### src/rtl/gpl_pkg.sv
package gpl_pkg;

  // Configuration register indexes.
  localparam int unsigned CfgIdxW = 2;
  localparam logic [CfgIdxW-1:0] CFG_FULL_SCALE = 2'd0;
  localparam logic [CfgIdxW-1:0] CFG_WRAP_MODE  = 2'd1;
  localparam logic [CfgIdxW-1:0] CFG_ENTRIES    = 2'd2;

  localparam logic [31:0] FULL_SCALE_RST = 32'h0001_0000;

  // Item kinds.
  localparam logic KIND_LOOKUP = 1'b0;
  localparam logic KIND_WRITE  = 1'b1;

  typedef struct packed {
    logic               kind;
    logic signed [31:0] position;
    logic [9:0]         entry_index;
    logic [7:0]         entry_red;
    logic [7:0]         entry_green;
    logic [7:0]         entry_blue;
  } gpl_in_t;

  typedef struct packed {
    logic [7:0] red;
    logic [7:0] green;
    logic [7:0] blue;
  } gpl_out_t;

  // Control that travels with every item down the pipeline.
  typedef struct packed {
    logic valid;
    logic write;
    logic neg;
    logic black;
  } gpl_ctl_t;

  // Palette write payload, carried so writes stay ordered with lookups.
  typedef struct packed {
    logic [9:0]  index;
    logic [23:0] rgb;
  } gpl_wr_t;

endpackage

### src/rtl/gpl_scale.sv
module gpl_scale #(
  parameter int unsigned PALETTE_DEPTH = 1024,
  parameter int unsigned FRACTION_BITS = 8
) (
  input  logic                                   clk_i,
  input  logic                                   rst_ni,
  input  gpl_pkg::gpl_ctl_t                      ctl_i,
  input  gpl_pkg::gpl_wr_t                       wr_i,
  input  logic [31:0]                            x_i,
  input  logic [$clog2(PALETTE_DEPTH+1)-1:0]     n_i,
  input  logic [31:0]                            fs_i,
  output gpl_pkg::gpl_ctl_t                      ctl_o,
  output gpl_pkg::gpl_wr_t                       wr_o,
  output logic [$clog2(PALETTE_DEPTH)-1:0]       left_o,
  output logic [$clog2(PALETTE_DEPTH)-1:0]       right_o,
  output logic [FRACTION_BITS-1:0]               frac_o
);

  localparam int unsigned NW = $clog2(PALETTE_DEPTH+1);
  localparam int unsigned AW = $clog2(PALETTE_DEPTH);
  localparam int unsigned QW = NW + FRACTION_BITS;
  localparam int unsigned PW = 32 + NW;

  // Product stage.
  gpl_pkg::gpl_ctl_t mul_ctl_q;
  gpl_pkg::gpl_wr_t  mul_wr_q;
  logic [PW-1:0]     prod_d;
  logic [PW-1:0]     prod_q;

  assign prod_d = {{NW{1'b0}}, x_i} * {{32{1'b0}}, n_i};

  always_ff @(posedge clk_i or negedge rst_ni) begin
    if (!rst_ni) begin
      mul_ctl_q <= '0;
    end else begin
      mul_ctl_q <= ctl_i;
    end
  end

  always_ff @(posedge clk_i) begin
    mul_wr_q <= wr_i;
    prod_q   <= prod_d;
  end

  // Restoring divider, one quotient bit per stage. The low word shifts
  // dividend bits out at the top and quotient bits in at the bottom.
  gpl_pkg::gpl_ctl_t ctl_q [QW];
  gpl_pkg::gpl_wr_t  wr_q  [QW];
  logic [31:0]       rem_q [QW];
  logic [QW-1:0]     low_q [QW];

  for (genvar s = 0; s < QW; s++) begin : g_step
    gpl_pkg::gpl_ctl_t ctl_in;
    gpl_pkg::gpl_wr_t  wr_in;
    logic [31:0]       rem_in;
    logic [QW-1:0]     low_in;
    logic [32:0]       trial;
    logic [32:0]       diff;
    logic              ge;

    if (s == 0) begin : g_first
      assign ctl_in = mul_ctl_q;
      assign wr_in  = mul_wr_q;
      assign rem_in = prod_q[PW-1:NW];
      assign low_in = {prod_q[NW-1:0], {FRACTION_BITS{1'b0}}};
    end else begin : g_next
      assign ctl_in = ctl_q[s-1];
      assign wr_in  = wr_q[s-1];
      assign rem_in = rem_q[s-1];
      assign low_in = low_q[s-1];
    end

    assign trial = {rem_in, low_in[QW-1]};
    assign diff  = trial - {1'b0, fs_i};
    assign ge    = (trial >= {1'b0, fs_i});

    always_ff @(posedge clk_i or negedge rst_ni) begin
      if (!rst_ni) begin
        ctl_q[s] <= '0;
      end else begin
        ctl_q[s] <= ctl_in;
      end
    end

    always_ff @(posedge clk_i) begin
      wr_q[s]  <= wr_in;
      rem_q[s] <= ge ? diff[31:0] : trial[31:0];
      low_q[s] <= {low_in[QW-2:0], ge};
    end
  end

  // Clamp to entry 0 for a negative position or to the last entry, and split into address and fraction.
  logic [QW-1:0]     quot;
  logic [QW-1:0]     last;
  logic [QW-1:0]     pos;
  logic [NW-1:0]     left_w;
  logic [NW-1:0]     right_w;
  gpl_pkg::gpl_ctl_t out_ctl_q;
  gpl_pkg::gpl_wr_t  out_wr_q;
  logic [AW-1:0]     left_q;
  logic [AW-1:0]     right_q;
  logic [FRACTION_BITS-1:0] frac_q;

  assign quot    = low_q[QW-1];
  assign last    = {n_i - NW'(1), {FRACTION_BITS{1'b0}}};
  assign pos     = ctl_q[QW-1].neg ? '0 : ((quot > last) ? last : quot);
  assign left_w  = pos[QW-1:FRACTION_BITS];
  assign right_w = left_w + NW'(1);

  always_ff @(posedge clk_i or negedge rst_ni) begin
    if (!rst_ni) begin
      out_ctl_q <= '0;
    end else begin
      out_ctl_q <= ctl_q[QW-1];
    end
  end

  always_ff @(posedge clk_i) begin
    out_wr_q <= wr_q[QW-1];
    left_q   <= left_w[AW-1:0];
    right_q  <= (right_w >= n_i) ? left_w[AW-1:0] : right_w[AW-1:0];
    frac_q   <= pos[FRACTION_BITS-1:0];
  end

  assign ctl_o   = out_ctl_q;
  assign wr_o    = out_wr_q;
  assign left_o  = left_q;
  assign right_o = right_q;
  assign frac_o  = frac_q;

endmodule

### config.mk
export PLATFORM = sky130hd
export DESIGN_NAME = gpl_scale
export DESIGN_NICKNAME = d
export VERILOG_FILES = /design/src/rtl/gpl_pkg.sv /design/src/rtl/gpl_scale.sv
export SDC_FILE = /design/constraint.sdc
export NUM_CORES = 2
export LEC_CHECK = 0
export BUFFER_PORTS_ARGS = -buffer_cell sky130_fd_sc_hd__buf_4
export CAP_MARGIN = 20
export CORE_ASPECT_RATIO = 1.4
export CORE_MARGIN = 2
export CORE_UTILIZATION = 47
export CTS_BUF_LIST = sky130_fd_sc_hd__clkbuf_8
export DETAILED_ROUTE_END_ITERATION = 6
export PLACE_DENSITY = 0.66
export SLEW_MARGIN = 20
export SYNTH_ARGS = -nofsm -noshare
export SYNTH_HDL_FRONTEND = slang
export SYNTH_SLANG_ARGS = --single-unit
### constraint.sdc
create_clock -name clk_i -period 9.35 [get_ports clk_i]
set_input_delay 1.87 -clock clk_i [delete_from_list [all_inputs] [get_ports clk_i]]
set_output_delay 1.87 -clock clk_i [all_outputs]
set_load 0.03 [all_outputs]
==> run summary <==
Class of the tightest hold or removal check - reg -> reg
Via count of the first global-routing pass - 59245
CTS Root Buffer Type - clkbuf_8
Post CTS Setup Buffer Count - 0
P_int - 0.0220 W
Placement-stage cell area - 84700 µm²
All-Layer GR Usage - 0.228
Tightest slew margin relative to the limit - 0.304
Count of pins over their slew limit - 0
Setup repair after global routing missed its margin - no
Max Fclk - 131 MHz
Post-synth top area share - 0.398
Post-CTS sizing - 0
Number of H-tree branching levels - 5
Synth Register Bits - 1690
Transition time of the tightest slew-check pin - 1.04 ns
Crit path setup slack, layout - 1.70 ns
Area fraction in and, or, nand and nor cells after synthesis - 0.115
Number of filler cells placed in the layout - 15439
Proportion of synthesized area in mux cells - 0.0421
Width of the die - 354 µm
Combinational family with the most area after synthesis - adder cells
Total non-filler cell area in the finished layout - 90200 µm²
Clock latency at the later pin of the worst-skew pair - 1.00 ns
Adder and majority gate portion of the synthesized area - 0.181
Average wire per standard cell - 18.6 µm
Final sum of negative setup slack - 0 ns
Data arrival, critical path - 8.55 ns
HPWL Detailed - 149000 µm
Setup Viol. Count Final - 0
Startpoint Class - primary input
Logic pwr share - 0.537
Area used by multi-input combinational logic - 44000 µm²
Largest net degree at the start of global routing - 63
Starting density of the core - 0.471
Lkg Pwr - 40.8 nW
Highest fanout seen on the critical path - 34
Yosys synthesis warning count - 0
Failing checks - DRC
CORE AREA - 171000 µm²
Area growth from synthesis to layout - 11.7%
Bufs on Longest Clock Path - 4
Result of the run - finished with violations
Synth Cell Area - 80800 µm²
Remaining design rule violation count - 10
I/O Buffers - 180
Register Area - 34300 µm²
Share of post-route cells with drive strength above 1 - 0.114
Routed WL - 202000 µm
Maximum vdd ir drop - 0.000210 V
Max cap viols - 0
Floorplan row count - 180
Mean instance size in the synthesized netlist - 10.0 µm²
Clock transition at the registers of the reported paths - 0.06 ns
Sequential share of power - 0.293
Synth Area in XOR/XNOR - 0.0569
Detailed-route vias per instance - 5.43
Count of cell types in the netlist - 85
1st-iter DRT viols - 3117
Final worst-path cycle share - 0.819
Seq/Total Area, Yosys - 0.424
Library cell with the largest summed area after synthesis - dfxtp_1
Vias after detailed routing - 58838
Total placed cells including tap cells - 10369
Synth Area in Compound Gates - 0.148
Place WS - 0.687 ns
Number of buffers created by CTS - 275
Most area-consuming cells after synthesis - dfxtp_1 (40%), ha_1 (11%), fa_1 (7.1%)
Minimum period implied by the final worst setup slack - 7.65 ns
Filler-free cell count of the finished design - 10837
Global-route wire length before repair - 315000 µm
NetSw - 0.0150 W
Antenna violations before repair - 8
Number of failing hold endpoints at the final stage - 0
Overflow left after global routing - 0
Mapped Nets - 9176
Clock power frac - 0.169
Main synth FF type - dfxtp_1
Number of iterations in the first detailed-routing pass - 7
Power per cell area - 411 nW/µm²
Gpl congestion - 0.896
# IOs - 181
Switching fraction of total power - 0.406
Net count reported at finish - 9486
Die Span Y - 495 µm
Async S/R FF share, synth - 0.0497
# hold bufs at CTS - 0
Clock sink total - 1690
Synthesized instance count - 8062
Antenna-violating nets left - 0
Clock tree from TritonCTS - built
Die area - 175000 µm²
EDFF count, synth - 0
Critical path endpoint category - flop
Worst endpoint required time - 10.25 ns
Worst slack on hold paths - 0.277 ns
Critical setup path kind - in -> reg
Setup clock skew after layout - 0.0846 ns
-- logic make-up (layout without fill, tap and decap cells) --
family / Yosys count / in the layout
adders and majority gates: 999 / 999
AOI/OAI and AO/OA: 1914 / 1914
and+or+nand+nor: 1939 / 1939
buffers and inverters: 690 / 1186
other: 0 / 4
muxes: 305 / 305
xor gates and xnor gates: 525 / 525
DFF: 1690 / 1690
-- Yosys cell counts (10+ instances only) --
| cell | number |
|---|---|
| mux2_2 | 275 |
| a2111oi_0 | 10 |
| and3_1 | 47 |
| nor3b_1 | 10 |
| buf_2 | 12 |
| a31o_2 | 13 |
| a21boi_0 | 26 |
| o21bai_1 | 68 |
| nand2b_1 | 114 |
| and4_1 | 18 |
| o21a_1 | 86 |
| a21o_1 | 293 |
| o211ai_1 | 28 |
| mux2i_1 | 26 |
| a211oi_1 | 59 |
| a21oi_1 | 637 |
| o31ai_1 | 42 |
| fa_1 | 287 |
| xor2_1 | 176 |
| and2_1 | 150 |
| o21ai_0 | 411 |
| nor3_1 | 92 |
| a211o_1 | 23 |
| or2_2 | 28 |
| dfrtp_1 | 84 |
| nor4_1 | 30 |
| ha_1 | 712 |
| nor2b_1 | 93 |
| o31a_1 | 20 |
| xnor2_1 | 349 |
| nand2_1 | 629 |
| or3_1 | 31 |
| dfxtp_1 | 1606 |
| nand4_1 | 80 |
| nor2_1 | 474 |
| inv_1 | 486 |
| a221oi_1 | 14 |
| clkbuf_1 | 183 |
| nand3_1 | 104 |
| a31oi_1 | 60 |
-- metal layers --
layer	GRT usage	routed length (µm)	vias up
met4	0.127	11800	2
met5	0	13	-
met1	0.265	81700	27982
li1	-	-	28629
met3	0.0387	10300	579
met2	0.397	98100	1646
-- final timing paths --
path / from / endpoint / slack, ns / depth (start not counted)
max: n_i[7] / prod_q[42] / 1.70 / 22
min: wr_q[0][33] / wr_q[1][33] / 0.28 / 0
max reg2reg: low_q[18][8] / right_o[3] / 3.95 / 18
min reg2reg: wr_q[0][33] / wr_q[1][33] / 0.28 / 0
max in group asynchronous: rst_ni / ctl_q[20] / 7.59 / 2
min in group asynchronous: rst_ni / ctl_q[43] / 0.79 / 1
-- final cells by class --
class | count | area share
Tap cell | 2275 | 0.0316
Inverter | 486 | 0.0202
Clock inverter | 124 | 0.00850
Timing Repair Buffer | 237 | 0.0200
Clock buffer | 339 | 0.0517
Multi-Input combinational cell | 5682 | 0.488
Antenna cell | 4 | 0.000111
Sequential cell | 1690 | 0.380
-- layout by cell type (no fill, tap or decap), types with 26 or more instances in the layout --
cell / netlist / routed
inv_1: 486 / 557
nor2b_1: 93 / 93
nor4_1: 30 / 29
a211oi_1: 59 / 59
or2_2: 28 / 28
clkbuf_8: 0 / 339
mux2i_1: 26 / 26
nand3_1: 104 / 104
a31oi_1: 60 / 59
dfxtp_1: 1606 / 1606
clkinv_2: 0 / 34
fa_1: 287 / 287
o21a_1: 86 / 86
ha_1: 712 / 712
o21bai_1: 68 / 68
buf_4: 0 / 235
and2_1: 150 / 149
nand2_1: 629 / 629
o31ai_1: 42 / 42
a21oi_1: 637 / 636
a21o_1: 293 / 293
nor2_1: 474 / 473
nand4_1: 80 / 80
dfrtp_1: 84 / 84
xnor2_1: 349 / 349
mux2_2: 275 / 275
nand2b_1: 114 / 113
o21ai_0: 411 / 411
or3_1: 31 / 31
nor3_1: 92 / 91
o211ai_1: 28 / 28
and3_1: 47 / 47
xor2_1: 176 / 176
a21boi_0: 26 / 26
-- flip-flops by register name, summed over array words and instances (netlist names), 8 cells and up --
register,flops
frac_o,8
prod_q,43
wr_q,646
right_o,10
left_o,10
rem_q,576
ctl_q,76
g_step.wr_in,34
wr_o,34
low_q,245
-- stage by stage --
| stage | total power (W) | util |
|---|---|---|
| finish | 0.0370 | 0.526 |
| global route | 0.0401 | 0.526 |
| CTS | 0.0372 | 0.526 |
| detailed placement | 0.0307 | 0.494 |
| global placement | 0.0303 | 0.494 |
| floorplan | 0.0259 | - |
-- power by group through the flow --
stage	clock (W)	combinational, W	sequential [W]
2_1_floorplan	0	0.0154	0.0105
3_3_place_gp	0	0.0193	0.0110
3_5_place_dp	0	0.0197	0.0110
4_1_cts	0.00651	0.0198	0.0109
5_1_grt	0.00683	0.0222	0.0111
6_report	0.00627	0.0199	0.0109
-- critical path, stage by stage --
cell	delay, ns
buf_4	0.39
nand2_1	0.15
fa_1	0.55
inv_1	0.05
fa_1	0.46
fa_1	0.53
fa_1	0.56
inv_1	0.06
fa_1	0.53
inv_1	0.04
ha_1	0.35
a21o_1	0.19
a21o_1	0.19
a221oi_1	0.36
o21ai_0	0.25
a21oi_1	0.29
a31oi_1	0.24
o21ai_0	0.47
o21ai_0	0.29
a221o_1	0.40
a21oi_1	0.17
xnor2_1	0.12
Note: power is estimated with default switching activity, not from simulation.
